===== src/rtl/hba_pkg.sv =====
// Shared types and constants of the HSP brightness adjust unit.
// No dependencies; every other file in rtl/ imports this package.
package hba_pkg;

    localparam int          INTERNAL_FRAC_BITS = 16;
    localparam int          CFG_ADDR_W         = 1;
    localparam int          CFG_DATA_W         = 16;
    localparam logic [15:0] GAIN_UNITY         = 16'd256;

    typedef enum logic [CFG_ADDR_W-1:0] {
        CFG_IDX_GAIN  = 1'b0,
        CFG_IDX_ALPHA = 1'b1
    } t_cfg_idx;

    typedef enum logic [1:0] {
        CH_RED   = 2'd0,
        CH_GREEN = 2'd1,
        CH_BLUE  = 2'd2
    } t_chan;

    // Pipeline control handed to each arithmetic unit.
    typedef struct packed {
        logic en;
        logic valid;
    } t_pipe_ctl;

endpackage


===== src/rtl/hba_frac_div.sv =====
// Pipelined fraction divider: floor(num * 2^FRAC_W / den) for num <= den,
// one quotient bit per stage over several lanes. Depends on hba_pkg.
module hba_frac_div import hba_pkg::*; #(
    parameter int NUM_W  = 11,
    parameter int FRAC_W = 16,
    parameter int LANES  = 2,
    parameter int SIDE_W = 1
) (
    input  logic                             i_clk,
    input  logic                             i_rst_n,
    input  t_pipe_ctl                        i_ctl,
    input  logic [LANES-1:0][NUM_W-1:0]      i_num,
    input  logic [LANES-1:0][NUM_W-1:0]      i_den,
    input  logic [SIDE_W-1:0]                i_side,
    output logic                             o_valid,
    output logic [LANES-1:0][FRAC_W:0]       o_quot,
    output logic [SIDE_W-1:0]                o_side
);
    localparam int STAGES = FRAC_W + 1;

    logic                          r_vld  [STAGES];
    logic [LANES-1:0][NUM_W-1:0]   r_rem  [STAGES];
    logic [LANES-1:0][NUM_W-1:0]   r_den  [STAGES];
    logic [LANES-1:0][FRAC_W:0]    r_quot [STAGES];
    logic [SIDE_W-1:0]             r_side [STAGES];

    for (genvar k = 0; k < STAGES; k++) begin : g_stage
        localparam int BIT = FRAC_W - k;
        logic                        vld_in;
        logic [LANES-1:0][NUM_W:0]   part;
        logic [LANES-1:0][NUM_W-1:0] den_in;
        logic [LANES-1:0][FRAC_W:0]  quot_in;
        logic [SIDE_W-1:0]           side_in;
        logic [LANES-1:0][NUM_W-1:0] rem_nx;
        logic [LANES-1:0][FRAC_W:0]  quot_nx;

        if (k == 0) begin : g_first
            assign vld_in  = i_ctl.valid;
            assign den_in  = i_den;
            assign quot_in = '0;
            assign side_in = i_side;
            for (genvar l = 0; l < LANES; l++) begin : g_lane
                assign part[l] = {1'b0, i_num[l]};
            end
        end else begin : g_next
            assign vld_in  = r_vld[k-1];
            assign den_in  = r_den[k-1];
            assign quot_in = r_quot[k-1];
            assign side_in = r_side[k-1];
            for (genvar l = 0; l < LANES; l++) begin : g_lane
                assign part[l] = {r_rem[k-1][l], 1'b0};
            end
        end

        always_comb begin
            logic [NUM_W:0] diff;
            for (int l = 0; l < LANES; l++) begin
                diff = part[l] - {1'b0, den_in[l]};
                if (part[l] >= {1'b0, den_in[l]}) begin
                    rem_nx[l]  = diff[NUM_W-1:0];
                    quot_nx[l] = quot_in[l] | ((FRAC_W + 1)'(1) << BIT);
                end else begin
                    rem_nx[l]  = part[l][NUM_W-1:0];
                    quot_nx[l] = quot_in[l];
                end
            end
        end

        always_ff @(posedge i_clk) begin
            if (!i_rst_n) begin
                r_vld[k] <= 1'b0;
            end else if (i_ctl.en) begin
                r_vld[k] <= vld_in;
            end
        end

        always_ff @(posedge i_clk) begin
            if (i_ctl.en) begin
                r_rem[k]  <= rem_nx;
                r_den[k]  <= den_in;
                r_quot[k] <= quot_nx;
                r_side[k] <= side_in;
            end
        end
    end

    assign o_valid = r_vld[STAGES-1];
    assign o_quot  = r_quot[STAGES-1];
    assign o_side  = r_side[STAGES-1];

endmodule


===== config.mk =====
export PLATFORM = sky130hd
export DESIGN_NAME = hba_frac_div
export DESIGN_NICKNAME = d
export VERILOG_FILES = /design/src/rtl/hba_pkg.sv /design/src/rtl/hba_frac_div.sv
export SDC_FILE = /design/constraint.sdc
export NUM_CORES = 1
export LEC_CHECK = 0
export BUFFER_PORTS_ARGS = -buffer_cell sky130_fd_sc_hd__buf_4
export CORE_MARGIN = 2
export CORE_UTILIZATION = 65
export CTS_BUF_LIST = sky130_fd_sc_hd__clkbuf_4 sky130_fd_sc_hd__clkbuf_8
export CTS_CLUSTER_SIZE = 20
export DETAILED_ROUTE_END_ITERATION = 8
export GPL_ROUTABILITY_DRIVEN = 0
export GPL_TIMING_DRIVEN = 0
export PLACE_DENSITY = 0.88
export REMOVE_ABC_BUFFERS = 1
export SYNTH_ARGS = -nofsm -noshare
export SYNTH_HDL_FRONTEND = slang
export SYNTH_SLANG_ARGS = --single-unit

===== constraint.sdc =====
create_clock -name i_clk -period 7.3 [get_ports i_clk]
set_input_delay 1.825 -clock i_clk [delete_from_list [all_inputs] [get_ports i_clk]]
set_output_delay 1.825 -clock i_clk [all_outputs]
set_load 0.02 [all_outputs]

Yosys cells after proc, flatten, opt, wreduce, memory -nomap -nowiden
Memories as Yosys holds them, arrays and structs flattened.
Index checks and enable logic that the tools add are counted.
{"block": "classes", "n_lt_le_gt_ge": 34, "n_bitwise": 17, "addsub": 34, "mux": 90}
{"op": "11-bit two-way mux", "count": 36}
{"op": "12-bit by 11-bit greater-or-equal comparator with 1-bit output", "count": 32}
{"op": "11-bit subtractor", "count": 34}
{"op": "17-bit two-way mux", "count": 2}
{"op": "16-bit two-way mux", "count": 2}
{"op": "15-bit two-way mux", "count": 2}
{"op": "14-bit two-way mux", "count": 2}
{"op": "13-bit two-way mux", "count": 2}
{"op": "1-bit two-way mux", "count": 24}
{"op": "12-bit two-way mux", "count": 2}
{"op": "11-bit greater-or-equal comparator", "count": 2}
{"op": "10-bit two-way mux", "count": 2}
{"op": "9-bit two-way mux", "count": 2}
{"op": "1-bit bitwise OR", "count": 17}
{"op": "8-bit two-way mux", "count": 2}
{"op": "7-bit two-way mux", "count": 2}
{"op": "6-bit two-way mux", "count": 2}
{"op": "5-bit two-way mux", "count": 2}
{"op": "4-bit two-way mux", "count": 2}
{"op": "3-bit two-way mux", "count": 2}
{"op": "2-bit two-way mux", "count": 2}
{"block": "word_totals", "wordCells": 180, "register_bits": 0, "output_inout_bits": 36, "n_memories": 5, "ram_bits": 1360}
{"memory": "r_quot", "words": 17, "word_bits": 34, "rd": 17, "rd_ports_with_merged_regs": 0, "write_ports": 17, "line": "hba_frac_div.sv:24", "text": "logic [LANES-1:0][FRAC_W:0] r_quot [STAGES];"}
{"memory": "r_den", "words": 17, "word_bits": 22, "rd": 16, "rd_ports_with_merged_regs": 0, "write_ports": 17, "line": "hba_frac_div.sv:23", "text": "logic [LANES-1:0][NUM_W-1:0] r_den [STAGES];"}
{"memory": "r_rem", "words": 17, "word_bits": 22, "rd": 16, "rd_ports_with_merged_regs": 0, "write_ports": 17, "line": "hba_frac_div.sv:22", "text": "logic [LANES-1:0][NUM_W-1:0] r_rem [STAGES];"}
{"memory": "r_side", "words": 17, "word_bits": 1, "rd": 17, "rd_ports_with_merged_regs": 0, "write_ports": 17, "line": "hba_frac_div.sv:25", "text": "logic [SIDE_W-1:0] r_side [STAGES];"}
{"memory": "r_vld", "words": 17, "word_bits": 1, "rd": 17, "rd_ports_with_merged_regs": 0, "write_ports": 17, "line": "hba_frac_div.sv:21", "text": "logic r_vld [STAGES];"}

Longest topological paths before layout
{"block": "depth", "ltp_word": 4, "ltp_mapped": 10, "depth_no_buf": 10}

Worst setup path before layout
Ideal clock, no wire load.
{"block": "synth_timing", "kind": "input to register", "from": "input i_den[20] in the netlist's numbering", "to": "memory r_rem[0][12] in the netlist's numbering (data pin)", "arrival_ps": 3436, "setup_slack_ps": 3604, "path_stages": 7, "setup_ps": 260, "path_cell_list": "inv_1 -> ha_1 -> a21o_1 -> a31o_1 -> or3_1 -> o221ai_2 -> mux2_2"}
{"element": "from (decl)", "line": "hba_frac_div.sv:13", "text": "input logic [LANES-1:0][NUM_W-1:0] i_den,"}
{"element": "to (decl)", "line": "hba_frac_div.sv:22"}

==> results.md <==
* Run status: finished clean
* Final Hold Viols at 0
* Sequential area share after synthesis at 0.599
* Die width at 288 um
* Layout Skew at 43.0 ps
* Initial antenna violation count at 1
* Switching pwr at 7580 uW
* Drt drc at 0
* Gates resized, CTS repair at 0
* Netlist Area Pre-Place at 52300 um^2
* Seq pwr share at 0.405
* Vias in the first global route at 32600
* Post-DP Area at 54200 um^2
* CTS Hold Buffers Added at 0
* Clock Path Buffers at 3
* VDD IR-drop max at 199 uV
* Routed WL per cell at 16.7 um
* Ys flop type: edfxtp_1
* I/O pins at 85
* Detail-routed via count per cell at between 5 and 6
* First-pass GRT wire length at 149 mm
* Final WL at ~90 mm
* Worst slew pin tran at a little over 900 ps
* Crit path DAT at 4310 ps
* Yosys cell types at 67
* Unrepaired setup endpoints after global routing: false
* Finish-stage setup viols at 0
* #FFs+latches synth at about 1000
* Internal Dissipation at around 15000 uW
* Hold slack at approximately 390 ps
* Critical Path Sink Type: register
* Antenna viol nets, final at 0
* 1st-pass router iterations at 6
* Pwr dens at 392 nW/um^2
* Remaining Overflow, GRT at 0
* Area grow syn2layout at 9.79%
* Hold Path Class: reg -> reg
* Maximum capacitance violations at 0
* Max FO, Critical Path at 22
* Highest Clock Rate at 0.266 GHz
* WP data required at 7860 ps
* Max Slew Vio Count at 0
* Row count at 104
* Clk_lat worst skew at 800 ps
* CTS tree: yes
* Post-Synthesis Cells at between 4000 and 5000
* Comb pwr share at 0.381
* Synth async-reset ratio at 0
* DIE AREA at 82700 um^2
* Overall die height at 288 um
* Final instance area at 57400 um^2
* P_leak at 0.0232 uW
* Fin crit share at 0.515
* Clk slew on worst S/H paths at 60 ps
* Clk root buf: clkbuf_8
* Clk pwr share at 0.214
* Worst Setup Path Type: in -> reg
* Initial Util at 0.653
* Initial DRC Count at 2109
* Overall routing resource usage at 0.221
* Final #Nets at 4722
* Slew HR at 0.380
* CTS H-tree lvls at 4
* Core Region at 80000 um^2
* Net Sw Frac at 0.337
* Num CTS Buffers at 164
* CP startpoint kind: primary input
* Fin crit period at about 3800 ps
* Count of input and output buffers at 84
* Yosys Warn Count at 0
* Number of synthesized flops with an enable pin at between 1000 and 1500
* DR vias at 32100
* Syn avg cell area at 12.9 um^2
* Share of cells above drive strength 1 at 0.129
* DP Wirelength at 63.7 mm
* Clock Sinks at 1044
* Postcts setup bufs at 0
* Largest net degree at the start of global routing at about 140
[state kept, by name, indices dropped and copies added (netlist names)]
| register | count |
|---|---|
| r_den | 352 |
| r_quot | 306 |
| r_rem | 352 |
| r_side | 17 |
| r_vld | 17 |
[cell type report]
class	count	area, um^2
Sequential cell	1044	31300
Fill cell	4999	22600
Multi-Input combinational cell	2561	19200
Clock buffer	219	2680
Inverter	406	1520
Tap cell	1060	1330
Timing Repair Buffer	92	858
Clock inverter	77	532
Antenna cell	2	5.00
[final timing paths]
check                      start              to  slack [ps]  cells past startpoint
setup / recovery       i_den[12]    r_rem[0][12]        3540                      8
hold / removal    r_quot[0][234]  r_quot[0][268]         390                      0
setup reg to reg    r_rem[0][33]    r_rem[0][58]        4320                      6
hold reg to reg   r_quot[0][234]  r_quot[0][268]         390                      0
[critical path, cell delays in order]
cell and delay [ps]:
buf_4 110, inv_1 80, ha_1 240, nor2b_1 150
o31ai_1 350, a31oi_1 310, o221ai_2 820, mux2_2 410
[power groups by stage]
stage,registers (uW),clock network [uW],logic (uW)
6_report,9110,4820,8570
4_1_cts,9100,4920,8470
3_5_place_dp,9200,0,8380
5_1_grt,9230,5180,9450
3_3_place_gp,9230,0,7980
2_1_floorplan,8970,0,6600
[metal layers]
| metal | global-route usage | routed length (um) | up-vias |
|---|---|---|---|
| li1 | - | - | 15600 |
| met1 | 0.224 | 33100 | 15300 |
| met2 | 0.422 | 49700 | 931 |
| met3 | 0.0401 | 3910 | 281 |
| met4 | 0.124 | 4490 | 0 |
| met5 | 0 | 0 | - |
[Yosys cell counts (all sizes together), types with 36 or more instances]
cell / instances / area share
o21a: 58 / 0.0083
ha: 372 / 0.089
o21ai: 199 / 0.020
a31oi: 44 / 0.0053
nand2b: 47 / 0.0056
edfxtp: 1043 / 0.60
inv: 406 / 0.029
a21oi: 336 / 0.032
nand3: 72 / 0.0069
nand2: 158 / 0.011
buf: 37 / 0.0039
nor2b: 52 / 0.0062
a211oi: 41 / 0.0059
and3: 36 / 0.0043
xor2: 96 / 0.016
a21o: 94 / 0.013
mux2: 172 / 0.037
nor2: 294 / 0.021
xnor2: 132 / 0.022
[cells in the final DEF (no fill, tap or decap), types with 26 or more instances in the layout]
cell and instances:
a211oi_1 41, a21o_1 94, a21oi_1 335, a31oi_1 44, and3_1 36, buf_4 83, clkbuf_4 53, clkbuf_8 166
clkinv_1 44, edfxtp_1 1043, fa_1 32, ha_1 372, inv_1 406, mux2_2 172, nand2_1 158, nand2b_1 47
nand3_1 72, nand4_1 26, nor2_1 294, nor2b_1 52, nor3_1 31, o2111ai_1 31, o21a_1 58, o21ai_0 186
xnor2_1 132, xor2_1 96
[kinds of logic (layout without fill, tap and decap cells)]
group | Yosys count | count (layout) | share of synthesized area
AOI/OAI and AO/OA | 951 | 951 | 0.114
other | 0 | 2 | 0
and+or+nand+nor | 791 | 791 | 0.0724
adders and majority gates | 404 | 404 | 0.101
DFF | 1044 | 1044 | 0.599
buffers and inverters | 463 | 794 | 0.0345
muxes | 187 | 187 | 0.0399
xor gates and xnor gates | 228 | 228 | 0.0382
[per-stage QoR]
stage                     total power (uW)  instances  setup WS (ps)  TNS [ps]   util
final                                22500       5461           3540         0  0.717
after floorplan                      15600       4011           3230         0      -
after CTS                            22500       5459           3640         0  0.717
after global placement               17200       5155          -4300  -4194810  0.674
after detailed placement             17600       5163           2750         0  0.677
after global routing                 23900       5460           3500         0  0.717
No activity file was read; power rests on OpenSTA's default activity.
