<file path="config.mk">
export PLATFORM = sky130hd
export DESIGN_NAME = hba_isqrt
export DESIGN_NICKNAME = d
export VERILOG_FILES = /design/src/rtl/hba_pkg.sv /design/src/rtl/hba_isqrt.sv
export SDC_FILE = /design/constraint.sdc
export NUM_CORES = 1
export LEC_CHECK = 0
export ABC_CLOCK_PERIOD_IN_PS = 3700
export BUFFER_PORTS_ARGS = -buffer_cell sky130_fd_sc_hd__buf_2
export CAP_MARGIN = 30
export CELL_PAD_IN_SITES_DETAIL_PLACEMENT = 2
export CELL_PAD_IN_SITES_GLOBAL_PLACEMENT = 2
export CORE_MARGIN = 10
export CORE_UTILIZATION = 45
export DETAILED_ROUTE_END_ITERATION = 16
export GPL_TIMING_DRIVEN = 0
export PLACE_DENSITY_LB_ADDON = 0.1
export RECOVER_POWER = 100
export REMOVE_ABC_BUFFERS = 1
export SYNTH_ARGS = -nofsm -noshare
export SYNTH_HDL_FRONTEND = slang
export SYNTH_SLANG_ARGS = --single-unit
</file>
<file path="constraint.sdc">
create_clock -name i_clk -period 3.7 [get_ports i_clk]
set_input_delay 0.555 -clock i_clk [delete_from_list [all_inputs] [get_ports i_clk]]
set_output_delay 0.555 -clock i_clk [all_outputs]
set_load 0.05 [all_outputs]
</file>
<file path="src/rtl/hba_pkg.sv">
// Shared types and constants of the HSP brightness adjust unit.
// No dependencies; every other file in rtl/ imports this package.
package hba_pkg;

    localparam int          INTERNAL_FRAC_BITS = 16;
    localparam int          CFG_ADDR_W         = 1;
    localparam int          CFG_DATA_W         = 16;
    localparam logic [15:0] GAIN_UNITY         = 16'd256;

    typedef enum logic [CFG_ADDR_W-1:0] {
        CFG_IDX_GAIN  = 1'b0,
        CFG_IDX_ALPHA = 1'b1
    } t_cfg_idx;

    typedef enum logic [1:0] {
        CH_RED   = 2'd0,
        CH_GREEN = 2'd1,
        CH_BLUE  = 2'd2
    } t_chan;

    // Pipeline control handed to each arithmetic unit.
    typedef struct packed {
        logic en;
        logic valid;
    } t_pipe_ctl;

endpackage

</file>
<file path="src/rtl/hba_isqrt.sv">
// Pipelined integer square root, one root bit per stage, with a sideband.
// Depends on hba_pkg (t_pipe_ctl).
module hba_isqrt import hba_pkg::*; #(
    parameter int ROOT_W = 16,
    parameter int SIDE_W = 1
) (
    input  logic                  i_clk,
    input  logic                  i_rst_n,
    input  t_pipe_ctl             i_ctl,
    input  logic [2*ROOT_W-1:0]   i_rad,
    input  logic [SIDE_W-1:0]     i_side,
    output logic                  o_valid,
    output logic [ROOT_W-1:0]     o_root,
    output logic [SIDE_W-1:0]     o_side
);
    localparam int RAD_W = 2 * ROOT_W;

    logic              r_vld  [ROOT_W];
    logic [RAD_W-1:0]  r_rem  [ROOT_W];
    logic [ROOT_W-1:0] r_root [ROOT_W];
    logic [SIDE_W-1:0] r_side [ROOT_W];

    for (genvar k = 0; k < ROOT_W; k++) begin : g_stage
        localparam int BIT = ROOT_W - 1 - k;
        logic              vld_in;
        logic [RAD_W-1:0]  rem_in;
        logic [RAD_W-1:0]  trial;
        logic [ROOT_W-1:0] root_in;
        logic [SIDE_W-1:0] side_in;

        if (k == 0) begin : g_first
            assign vld_in  = i_ctl.valid;
            assign rem_in  = i_rad;
            assign root_in = '0;
            assign side_in = i_side;
        end else begin : g_next
            assign vld_in  = r_vld[k-1];
            assign rem_in  = r_rem[k-1];
            assign root_in = r_root[k-1];
            assign side_in = r_side[k-1];
        end

        // (root + 2^b)^2 - root^2; low root bits are still zero
        assign trial = (RAD_W'(root_in) << (BIT + 1)) | (RAD_W'(1) << (2 * BIT));

        always_ff @(posedge i_clk) begin
            if (!i_rst_n) begin
                r_vld[k] <= 1'b0;
            end else if (i_ctl.en) begin
                r_vld[k] <= vld_in;
            end
        end

        always_ff @(posedge i_clk) begin
            if (i_ctl.en) begin
                if (rem_in >= trial) begin
                    r_rem[k]  <= rem_in - trial;
                    r_root[k] <= root_in | (ROOT_W'(1) << BIT);
                end else begin
                    r_rem[k]  <= rem_in;
                    r_root[k] <= root_in;
                end
                r_side[k] <= side_in;
            end
        end
    end

    assign o_valid = r_vld[ROOT_W-1];
    assign o_root  = r_root[ROOT_W-1];
    assign o_side  = r_side[ROOT_W-1];

endmodule

</file>
[Yosys cells after proc, flatten, opt, wreduce, memory -nomap -nowiden]
Memory sizes are Yosys's and may differ from the RTL's.
Index checks and enable logic that the tools add are counted.
Operators by class
  $add $sub $neg: 16
  $mul: 0
  div/mod/pow operators: 0
  $lt $le $gt $ge: 16
  equal/unequal tests: 0
  shift operators: 0
  multiplexer cells: 149
  bitwise logic cells: 48
  reduce and logical (&&, ||, !) cells: 0
Operators with widths (number)
  32-bit two-way mux: 16
  16-bit two-way mux: 16
  1-bit two-way mux: 117
  1-bit OR: 48
  32-bit by 17-bit >= comparator with 1-bit output: 1
  32-bit by 18-bit >= comparator with 1-bit output: 1
  32-bit by 19-bit >= comparator with 1-bit output: 1
  32-bit by 20-bit >= comparator with 1-bit output: 1
  32-bit by 21-bit >= comparator with 1-bit output: 1
  32-bit by 22-bit >= comparator with 1-bit output: 1
  32-bit by 23-bit >= comparator with 1-bit output: 1
  32-bit by 24-bit >= comparator with 1-bit output: 1
  32-bit by 25-bit >= comparator with 1-bit output: 1
  32-bit by 26-bit >= comparator with 1-bit output: 1
  32-bit by 27-bit >= comparator with 1-bit output: 1
  32-bit by 28-bit >= comparator with 1-bit output: 1
  32-bit by 29-bit >= comparator with 1-bit output: 1
  32-bit by 30-bit >= comparator with 1-bit output: 1
  32-bit by 31-bit >= comparator with 1-bit output: 1
  32-bit by 31-bit >= comparator with 1-bit output, second input constant: 1
  32-bit by 17-bit subtractor with 32-bit output: 1
  32-bit by 18-bit subtractor with 32-bit output: 1
  32-bit by 19-bit subtractor with 32-bit output: 1
  32-bit by 20-bit subtractor with 32-bit output: 1
  12 further kinds: 12
Word-level totals
  register bits after elaboration: 0
  latch bits: 0
  RAM bits: 800
  ROM bits: 0
  bits of input ports: 37
  output and inout port bits: 18
  word-level logic and storage cells: 233
  memories kept: 4
Memories
  r_rem: words 16, bits a word 32, rd ports 15, clocked after memory_dff 0, wr ports 16, line hba_isqrt.sv:19  | logic [RAD_W-1:0] r_rem [ROOT_W];
  r_root: words 16, bits a word 16, rd ports 16, clocked after memory_dff 0, wr ports 16, line hba_isqrt.sv:20  | logic [ROOT_W-1:0] r_root [ROOT_W];
  r_side: words 16, bits a word 1, rd ports 16, clocked after memory_dff 0, wr ports 16, line hba_isqrt.sv:21  | logic [SIDE_W-1:0] r_side [ROOT_W];
  r_vld: words 16, bits a word 1, rd ports 16, clocked after memory_dff 0, wr ports 16, line hba_isqrt.sv:18  | logic r_vld [ROOT_W];

[Longest topological paths before layout]
Gate-level depths: netlist of run 1.
An unclocked memory read counts as a cell.
  depth in word-level cells: 6
  depth in mapped cells: 12
  depth with buffers taken out: 11

[Least setup slack after synthesis of run 1]
No wires, ideal clock.
  path type: register to register
  start point: mem r_rem[1][164] (netlist bit)
  end point: mem r_rem[1][219] (netlist bit), data pin
  library setup time: 257 ps
  data arrival time: 2573 ps
  data required time: 3443 ps
  path slack: 870 ps
  stages on the path, launching flop included: 10
  buffers on the path: 0
  clock period less this slack: 2830 ps
  cells stage by stage: edfxtp_1 ha_1 nor2b_1 o31a_1 o31ai_1 a21oi_1 o41ai_4 nor3_2 and2_1 xor2_1
RTL lines (line)
  start, declared: hba_isqrt.sv:19

==> results of run 1 <==
registers in the layout, indices dropped and copies added (netlist names):
signal / count
r_root: 136
r_side: 16
r_vld: 16
r_rem: 480
power groups by stage:
stage / registers (mW) / clock network [mW] / logic (mW)
2_1_floorplan: 9.60 / 0 / 1.97
3_3_place_gp: 9.91 / 0 / 2.70
3_5_place_dp: 9.90 / 0 / 2.95
4_1_cts: 9.77 / 7.33 / 3.04
5_1_grt: 9.84 / 7.58 / 3.34
6_report: 9.77 / 7.18 / 3.02
timing repair:
item	CTS	global route
setup buffers	0	1
cloned	1	1
pin swaps	0	1
endpoints found under the setup margin	7	18
resized for setup	2	6
synth_stat cells, types with 9 or more instances:
cell type,number,area [um2]
nand3_1,40,200
inv_1,182,683
and3_1,21,131
nor4b_1,19,166
ha_1,150,1880
mux2_2,13,146
nor2b_1,29,181
o21ai_0,122,611
a211oi_1,15,113
nand4_1,25,156
and2_1,9,56.3
a31oi_1,12,75.1
nand2_1,176,661
or4_1,18,135
clkbuf_1,41,154
nor2_1,125,469
edfxtp_1,647,19400
nor4_1,72,450
o21a_1,32,240
a21o_1,39,293
nand2b_1,36,225
xnor2_1,102,893
o31ai_1,10,75.1
or3_1,21,131
nor3_1,70,350
a21oi_1,97,485
xor2_1,94,823
metrics by stage:
step | cell area [um2] | setup WS (ns) | hold WS, ns
after floorplan | 30200 | 0.470 | 0.400
after global placement | 31500 | -10.42 | 0.401
after detailed placement | 31800 | -0.682 | 0.411
after CTS | 34200 | 0.0591 | 0.0586
after global routing | 34100 | -0.000765 | 0.0924
final | 34100 | 0.0908 | 0.107
placed cells by master (no fill, tap or decap), types with 39 or more instances in the layout:
master | Yosys | routed
nor4_1 | 72 | 71
a21oi_1 | 97 | 97
xnor2_1 | 102 | 102
nand3_1 | 40 | 40
ha_1 | 150 | 150
clkbuf_16 | 0 | 74
o21ai_0 | 122 | 122
clkbuf_1 | 41 | 66
xor2_1 | 94 | 94
inv_1 | 182 | 182
edfxtp_1 | 647 | 647
nand2_1 | 176 | 175
nor3_1 | 70 | 68
nor2_1 | 125 | 126
a21o_1 | 39 | 39
worst max-delay path by stage:
stage / from / cells past startpoint / end
2_1_floorplan: r_rem[1][134] / 9 / r_rem[1][173]
3_3_place_gp: i_ctl[1] / 6 / r_rem[1][89]
3_5_place_dp: i_ctl[1] / 10 / r_rem[1][150]
4_1_cts: r_rem[1][134] / 9 / r_rem[1][189]
5_1_grt: r_rem[1][134] / 10 / r_rem[1][173]
6_report: r_rem[0][160] / 9 / r_rem[0][219]
cell type report:
cell class,count,share of cell area (%)
Clock buffer,92,5.63
Inverter,183,2.02
Timing Repair Buffer,71,1.32
Multi-Input combinational cell,1468,29.5
Clock inverter,40,1.23
Sequential cell,648,57.1
Tap cell,873,3.20
metal layers:
metal | routed length, um | GRT usage (%) | up-vias
met5 | 0 | 0 | -
met4 | 4850 | 12.1 | 0
met3 | 2310 | 2.97 | 216
met2 | 52400 | 47.0 | 339
met1 | 30600 | 21.5 | 9900
li1 | - | - | 8930
cells by family after synthesis:
family                     share of synthesized area [%]
and+or+nand+nor                                     12.2
DFF                                                 64.1
AOI/OAI and AO/OA                                   8.33
buffers and inverters                               2.92
xor gates and xnor gates                            5.65
adders and majority gates                           6.18
muxes                                              0.618
==> impl_metrics.env, run 1 <==
export IMPL_hpwl_um=64600
export IMPL_synth_flop_cell="edfxtp_1"
export IMPL_startpoint_type="flop"
export IMPL_syn_area_um2=30400
export IMPL_comb_power_share_pct=15.1
export IMPL_detail_route_antenna_nets=0
export IMPL_r2r_cells=9
export IMPL_swShare_pct=28.4
export IMPL_start_util_pct=45.3
export IMPL_status="finished with violations"
export IMPL_p_leak_nw=12.7
export IMPL_cts_sinks=648
export IMPL_numCtsBuffers=74
export IMPL_finalCriticalPeriod_ns=3.61
export IMPL_timing_final_max_slew_violations=200
export IMPL_dp_cells=3240
export IMPL_synth_area_per_cell_um2=12.9
export IMPL_grt_overflow=0
export IMPL_viasPerCell=5.74
export IMPL_cts_tree="built"
export IMPL_violations="max-capacitance violations, max-slew violations"
export IMPL_skew_ns=0.0342
export IMPL_crit_required_ns=4.07
export IMPL_seq_area_frac_synth_pct=64.1
export IMPL_cts_path_max_buffers=3
export IMPL_hold_depth=1
export IMPL_synthToLayoutAreaGrowth_pct=12.3
export IMPL_layout_nets=2633
export IMPL_clkPwrFrac_pct=36.0
export IMPL_finalWirelength_um=90100
export IMPL_grt_pass1_wl_um=137000
export IMPL_ys_ff_latch=648
export IMPL_hold_end="r_rem[0][0]"
export IMPL_drt_iter0_drc=1180
export IMPL_drc_errors=0
export IMPL_hold_buffers=0
export IMPL_ios=55
export IMPL_fin_util_pct=50.8
export IMPL_ir_drop_mv=0.414
export IMPL_gp_congestion=0.838
export IMPL_insertion_delay_ns=0.66
export IMPL_clockRootBuffer="clkbuf_16"
export IMPL_dieArea_um2=78300
export IMPL_die_x_um=280
export IMPL_ys_warn_count=0
export IMPL_setup_violations=0
export IMPL_grt_max_degree=136
export IMPL_fmax_mhz=277
export IMPL_p_int_mw=14.3
export IMPL_final_hold_viol_count=0
export IMPL_hold_path_class="input pin to flop"
export IMPL_pwr_density_cell_nw_per_um2=586
export IMPL_die_h_um=280
export IMPL_cp_max_fo=11
export IMPL_nFillCells=6467
export IMPL_p_total_mw=20.0
export IMPL_grt_pass1_vias=22366
export IMPL_crit_slowest_cell="or4_1"
export IMPL_slew_headroom_pct=-33.3
export IMPL_seqPwrFrac_pct=48.9
export IMPL_critPathTopFamily="simple AND/OR/NAND/NOR gates"
export IMPL_multiInputGateArea_um2=10100
export IMPL_tns_ns=0
export IMPL_tightest_slew_ns=2.00
export IMPL_min_from="i_rad[0]"
export IMPL_worst_r2r_startpoint="r_rem[0][160]"
export IMPL_fin_crit_sh_pct=97.5
export IMPL_vias=19385
export IMPL_slowest_delay_ns=0.59
export IMPL_seq_area_um2=19400
export IMPL_synthCells=2349
export IMPL_yosysUniqueCellTypes=80
export IMPL_port_buffers=54
export IMPL_h_tree_depth=3
export IMPL_crit_type="flop to flop"
export IMPL_drv_cap=2
export IMPL_antenna_found_initial=1
export IMPL_dr_pass1_iters=5
export IMPL_p_switching_mw=5.67
export IMPL_r2r_end="r_rem[0][219]"
export IMPL_arrival_ns=3.98
export IMPL_clk_pin_slew_worst_paths_ns=0.06
export IMPL_async_reset_ff_share_pct=0
export IMPL_drt_wirelength_per_cell_um=26.7
export IMPL_num_rows=95
export IMPL_fin_cells=3375
export IMPL_synth_edff_count=647
export IMPL_path_buf_inv=1
export IMPL_coreArea_um2=67000
export IMPL_cp_cell_sequence="or4_1, nor4_1, nand4_1, nor3b_1, a21oi_1, buf_4, o211ai_1, nor3_1, xor2_1"
export IMPL_final_layout_size_suffix_gt1_share_pct=6.71
export IMPL_diodes=0
export IMPL_end_kind="flop"
export IMPL_reg2reg_slack_ns=0.09
export IMPL_grt_use_total_pct=23.0
No activity file was read; power rests on OpenSTA's default activity.
==> run 2: changes to the inputs <==
- ABC_CLOCK_PERIOD_IN_PS: 3700 -> 3500
- clock period: 3.7 -> 3.5 ns (I/O delays scaled with it)
==> run 2 against run 1 <==
  * Flip-flop and latch count is the same
  * The run still ends with max-capacitance violations, max-slew violations left
  * Highest routed layer unchanged
  * Critical endpoint is now r_rem[0][223]
  * Largest cell class unchanged
  * Setup slack gained 0.023 ns
  * Cell count up 0.12%
==> impl_metrics.env, run 2 (synthesis results as in run 1) <==
export IMPL_cp_max_fo=11
export IMPL_worst_slack_ns=0.113
export IMPL_vias=19421
export IMPL_grt_pass1_vias=22375
export IMPL_numCtsBuffers=74
export IMPL_p_leak_nw=12.8
export IMPL_h_tree_depth=3
export IMPL_dr_pass1_iters=4
export IMPL_arrival_ns=3.77
export IMPL_finalWirelength_um=90300
export IMPL_insertion_delay_ns=0.66
export IMPL_slew_headroom_pct=-30.7
export IMPL_p_switching_mw=6.02
export IMPL_timing_final_max_slew_violations=200
export IMPL_final_cell_area_um2=34200
export IMPL_detail_route_antenna_nets=0
export IMPL_cts_sinks=648
export IMPL_crit_top_cell="o21ai_0"
export IMPL_hpwl_um=64600
export IMPL_clk_pin_slew_worst_paths_ns=0.06
export IMPL_layout_cells_most_common_list="edfxtp_1, inv_1, nand2_1"
export IMPL_comb_power_share_pct=15.1
export IMPL_hold_buffers=0
export IMPL_drv_cap=2
export IMPL_synthToLayoutAreaGrowth_pct=12.6
export IMPL_clkPwrFrac_pct=36.0
export IMPL_drt_iter0_drc=1131
export IMPL_fin_crit_sh_pct=96.8
export IMPL_grt_max_degree=136
export IMPL_crit_type="flop to flop"
export IMPL_grt_overflow=0
export IMPL_min_from="i_rad[0]"
export IMPL_final_hold_viol_count=0
export IMPL_cts_tree="built"
export IMPL_hold_ws_ns=0.0762
export IMPL_violations="max-capacitance violations, max-slew violations"
export IMPL_largest_register="r_rem"
export IMPL_seqPwrFrac_pct=48.9
export IMPL_layout_nets=2637
export IMPL_ios=55
export IMPL_dieArea_um2=78300
export IMPL_viasPerCell=5.75
export IMPL_cp_cell_sequence="inv_1, ha_1, nor2b_1, o21ai_0, a21boi_0, o21ai_0, a21oi_1, buf_4, o211ai_1, nor2_1, xor2_1"
export IMPL_coreArea_um2=67000
export IMPL_skew_ns=0.0344
export IMPL_p_total_mw=21.1
export IMPL_finalCriticalPeriod_ns=3.39
export IMPL_die_h_um=280
export IMPL_dp_cells=3240
export IMPL_slowest_delay_ns=0.44
export IMPL_final_common_cell="edfxtp_1"
export IMPL_fmax_mhz=295
export IMPL_drc_errors=0
export IMPL_antenna_found_initial=1
export IMPL_startpoint_type="flop"
export IMPL_diodes=0
export IMPL_largest_reg_flops=480
export IMPL_crit_slowest_cell="o21ai_0"
export IMPL_num_rows=95
export IMPL_setup_violations=0
export IMPL_port_buffers=54
export IMPL_p_int_mw=15.1
export IMPL_crit_required_ns=3.88
export IMPL_grt_use_total_pct=23.0
export IMPL_end_kind="flop"
export IMPL_worst_r2r_startpoint="r_root[0][90]"
export IMPL_drt_wirelength_per_cell_um=26.7
export IMPL_hold_path_class="input pin to flop"
export IMPL_crit_path_start="r_root[0][90]"
export IMPL_grt_pass1_wl_um=138000
export IMPL_fin_cells=3379
export IMPL_rsz0062_at_grt="true"
export IMPL_swShare_pct=28.5
export IMPL_final_layout_size_suffix_gt1_share_pct=7.26
export IMPL_gp_congestion=0.838
export IMPL_status="finished with violations"
export IMPL_top_regs="r_rem x480, r_root x136"
export IMPL_post_dp_cell_area_um2=31800
export IMPL_cts_path_max_buffers=3
export IMPL_pwr_density_cell_nw_per_um2=618
export IMPL_die_x_um=280
export IMPL_clockRootBuffer="clkbuf_16"
export IMPL_ir_drop_mv=0.439
export IMPL_start_util_pct=45.3
export IMPL_nFillCells=6452
export IMPL_post_place_ws_ns=-0.852
export IMPL_tightest_slew_ns=1.96
-- run 2: cell types whose count changed in the layout (fill, tap and decap cells not counted), moves of 2 or more --
cell | previous run | this run
o21ai_0 | 122 | 120
a21oi_1 | 97 | 95
nor4_1 | 71 | 69
nor4_4 | 0 | 2
buf_4 | 4 | 8
a21oi_2 | 0 | 2
o21ai_2 | 2 | 4
-- run 2: per-layer routing --
metal / wire length, um / vias to the layer above / part of all wire [%] / track usage, %
li1: - / 8935 / - / -
met1: 30400 / 9920 / 34 / 21.5
met2: 52600 / 352 / 58 / 47.3
met3: 2390 / 214 / 2.6 / 2.95
met4: 4870 / 0 / 5.4 / 12.0
met5: 0 / - / 0 / 0
-- run 2: layout make-up --
cell class / instances / area [um2] / area share [%]
sequential: 648 / 19400 / 56.9
multi-input combinational: 1468 / 10100 / 29.7
clock buffer: 92 / 1920 / 5.61
tap: 873 / 1090 / 3.19
inverter: 183 / 687 / 2.01
timing repair buffer: 75 / 480 / 1.41
clock inverter: 40 / 419 / 1.23
-- run 2: worst paths after layout --
path                                 endpoint  cells after the start  slack, ns
worst max-delay path            r_rem[0][223]                     11       0.11
worst min-delay path              r_rem[0][0]                      1       0.08
worst max register to register  r_rem[0][223]                     11       0.11
worst min register to register     r_side[10]                      0       0.41
-- run 2: power groups by stage --
| stage | clock network (mW) | registers (mW) | logic [mW] |
|---|---|---|---|
| after CTS | 7.74 | 10.3 | 3.23 |
| final | 7.60 | 10.3 | 3.20 |
| after detailed placement | 0 | 10.5 | 3.12 |
| after global routing | 8.02 | 10.4 | 3.54 |
| after global placement | 0 | 10.5 | 2.85 |
| after floorplan | 0 | 10.2 | 2.09 |
-- run 2: critical path, delay by kind of cell, from the launching register on --
family / cells / cell delay, ns
buffers and inverters: 2 / 0.34
AND/OR/NAND/NOR: 2 / 0.31
flip-flops: 1 / 0.43
XOR/XNOR: 1 / 0.18
AO/OA/AOI/OAI: 5 / 1.56
adder cells (fa/ha/maj): 1 / 0.29
-- run 2: repair_timing --
| item | CTS | global route |
|---|---|---|
| setup endpoints to repair | 59 | 33 |
| resized for setup | 13 | 8 |
| gates cloned | 2 | 0 |
| setup buffers | 0 | 5 |
| pin swaps | 1 | 4 |
-- run 2: per-stage QoR --
stage	TNS, ns	utilization (%)
final	0	51.0
after global routing	-0.0512	51.0
after CTS	0	51.1
after detailed placement	-43.04	47.4
after global placement	-7557.95	47.0
after floorplan	0	-
==> run 3: changes to the inputs <==
- ABC_AREA: not set -> 1
- CORE_UTILIZATION: 45 -> 41
- SLEW_MARGIN: not set -> 15
==> run 3 against run 2 <==
  * The run still ends with max-capacitance violations, max-slew violations left
  * Clock skew increased by 0.025 ns
  * Non-clock buffer count decreased by 10
  * Flip-flop and latch count unchanged
  * Critical endpoint is now r_rem[0][242]
  * Cell count increased by 57%
==> impl_metrics.env, run 3 <==
export IMPL_top_regs="r_rem x480, r_root x136"
export IMPL_finalWirelength_um=127000
export IMPL_async_reset_ff_share_pct=0
export IMPL_numCtsBuffers=77
export IMPL_timing_final_max_slew_violations=57
export IMPL_ys_warn_count=0
export IMPL_synth_largest_area_cell="edfxtp_1"
export IMPL_p_total_mw=23.2
export IMPL_p_switching_mw=7.57
export IMPL_final_common_cell="nand2_1"
export IMPL_num_rows=108
export IMPL_antenna_found_initial=0
export IMPL_largest_register="r_rem"
export IMPL_crit_required_ns=3.86
export IMPL_seq_area_um2=19400
export IMPL_ir_drop_mv=0.398
export IMPL_vias=28482
export IMPL_synth_area_leaders="edfxtp_1, nand2_1, inv_1, ha_1, nor2_1"
export IMPL_nFillCells=9521
export IMPL_clockRootBuffer="clkbuf_16"
export IMPL_die_h_um=315
export IMPL_seqPwrFrac_pct=44.1
export IMPL_clkPwrFrac_pct=36.0
export IMPL_drv_cap=1
export IMPL_status="finished with violations"
export IMPL_hold_depth=1
export IMPL_start_util_pct=41.2
export IMPL_synthCells=3996
export IMPL_detail_route_antenna_nets=0
export IMPL_final_layout_size_suffix_gt1_share_pct=4.91
export IMPL_r2r_cells=10
export IMPL_tightest_slew_ns=1.57
export IMPL_ys_ff_latch=648
export IMPL_end_kind="flop"
export IMPL_skew_ns=0.0597
export IMPL_yosysUniqueCellTypes=50
export IMPL_rsz0062_at_grt="false"
export IMPL_yosysTopAreaCellShare_pct=54.5
export IMPL_drt_iter0_drc=2013
export IMPL_startpoint_type="flop"
export IMPL_gp_congestion=0.832
export IMPL_dr_pass1_iters=5
export IMPL_hpwl_um=91500
export IMPL_yosysMostFrequentCell="nand2_1"
export IMPL_fin_crit_sh_pct=93.3
export IMPL_cts_sinks=648
export IMPL_insertion_delay_ns=0.66
export IMPL_syn_area_um2=35700
export IMPL_grt_use_total_pct=25.3
export IMPL_cts_path_max_buffers=3
export IMPL_drt_wirelength_per_cell_um=23.9
export IMPL_synth_common_cells="nand2_1, inv_1, edfxtp_1"
export IMPL_crit_type="flop to flop"
export IMPL_layout_cells_most_common_list="nand2_1, inv_1, edfxtp_1"
export IMPL_cts_tree="built"
export IMPL_violations="max-capacitance violations, max-slew violations"
export IMPL_grt_max_degree=106
export IMPL_synth_flop_cell="edfxtp_1"
export IMPL_p_leak_nw=17.4
export IMPL_coreArea_um2=86500
export IMPL_final_hold_viol_count=0
export IMPL_synthToLayoutAreaGrowth_pct=11.3
export IMPL_diodes=0
export IMPL_comb_power_share_pct=19.9
export IMPL_slew_headroom_pct=-4.45
export IMPL_dp_cells=5168
export IMPL_synth_edff_count=647
export IMPL_finalCriticalPeriod_ns=3.27
export IMPL_multiInputGateArea_um2=13200
export IMPL_cp_max_fo=12
export IMPL_synth_area_per_cell_um2=8.92
export IMPL_hold_buffers=0
export IMPL_swShare_pct=32.6
export IMPL_viasPerCell=5.37
export IMPL_setup_violations=0
export IMPL_clk_pin_slew_worst_paths_ns=0.07
export IMPL_dieArea_um2=99100
export IMPL_largest_reg_flops=480
export IMPL_layout_nets=4284
export IMPL_p_int_mw=15.7
export IMPL_fmax_mhz=306
export IMPL_hold_path_class="input pin to flop"
export IMPL_fin_cells=5308
export IMPL_pwr_density_cell_nw_per_um2=586
export IMPL_grt_pass1_vias=31630
export IMPL_seq_area_frac_synth_pct=54.6
export IMPL_arrival_ns=3.62
export IMPL_h_tree_depth=3
export IMPL_grt_overflow=0
export IMPL_grt_pass1_wl_um=195000
export IMPL_port_buffers=54
export IMPL_ios=55
export IMPL_drc_errors=0
export IMPL_die_x_um=315
==> run 3: cells by family (layout without fill, tap and decap cells) <==
| kind of cell | after synthesis | count (layout) | synth area share, % |
|---|---|---|---|
| AND/OR/NAND/NOR | 2113 | 2113 | 25.7 |
| buffers and inverters | 732 | 889 | 8.01 |
| flip-flops | 648 | 648 | 54.6 |
| AO/OA/AOI/OAI | 246 | 246 | 3.89 |
| adder cells (fa/ha/maj) | 150 | 150 | 5.26 |
| XOR/XNOR | 107 | 107 | 2.63 |
==> run 3: worst paths after layout <==
kind         slack, ns       endpoint      startpoint
max               0.23  r_rem[0][242]  r_root[0][107]
min               0.05      r_side[0]          i_side
max reg2reg       0.23  r_rem[0][242]  r_root[0][107]
min reg2reg       0.41     r_side[12]      r_side[11]
==> run 3: cell type report <==
cell class,count,share of cell area (%)
flip-flops and latches,648,49.0
multi-input cells,2616,33.3
inverters,689,6.53
clock buffers,86,4.97
well taps,1155,3.64
clock inverters,49,1.49
repair buffers,65,1.08
==> run 3: power groups by stage <==
stage          registers [mW]  clock network [mW]  logic, mW
6_report                 10.3                8.35       4.62
3_3_place_gp             10.5                   0       4.19
4_1_cts                  10.3                8.49       4.68
2_1_floorplan            10.1                   0       3.03
3_5_place_dp             10.4                   0       4.50
5_1_grt                  10.3                8.75       5.22
==> run 3: stage by stage <==
stage          TNS (ns)  utilization [%]  hold slack [ns]  cell area, um2  setup slack, ns
2_1_floorplan         0                -            0.400           35400             1.24
5_1_grt               0             45.9           0.0456           39700           0.0526
6_report              0             45.9           0.0549           39700            0.234
3_5_place_dp     -94.88             43.1            0.410           37300            -1.51
3_3_place_gp   -8093.61             42.9            0.401           37100           -13.85
4_1_cts               0             46.1           0.0269           39900           0.0167
==> run 3: per-layer routing <==
metal	GRT usage (%)	part of all wire, %
met1	30.5	42
met2	46.3	52
met3	2.95	3.0
met4	8.62	3.3
met5	0	0
==> run 3: critical path: stages, from the launching register on <==
cell and delay (ns):
edfxtp_1 0.47, inv_1 0.10, ha_1 0.36, nand2_1 0.10, nor2_1 0.31, nand3_1 0.16
nor2_1 0.21, nor2_1 0.11, nand2_1 0.27, inv_1 0.27, o21ai_0 0.60
==> run 3: what timing repair did <==
item / 4_1_cts / 5_1_grt
setup buffers: 1 / 0
setup endpoints to repair: 85 / 38
pin swaps: 1 / 0
resized for setup: 7 / 0
cloned: 1 / 1
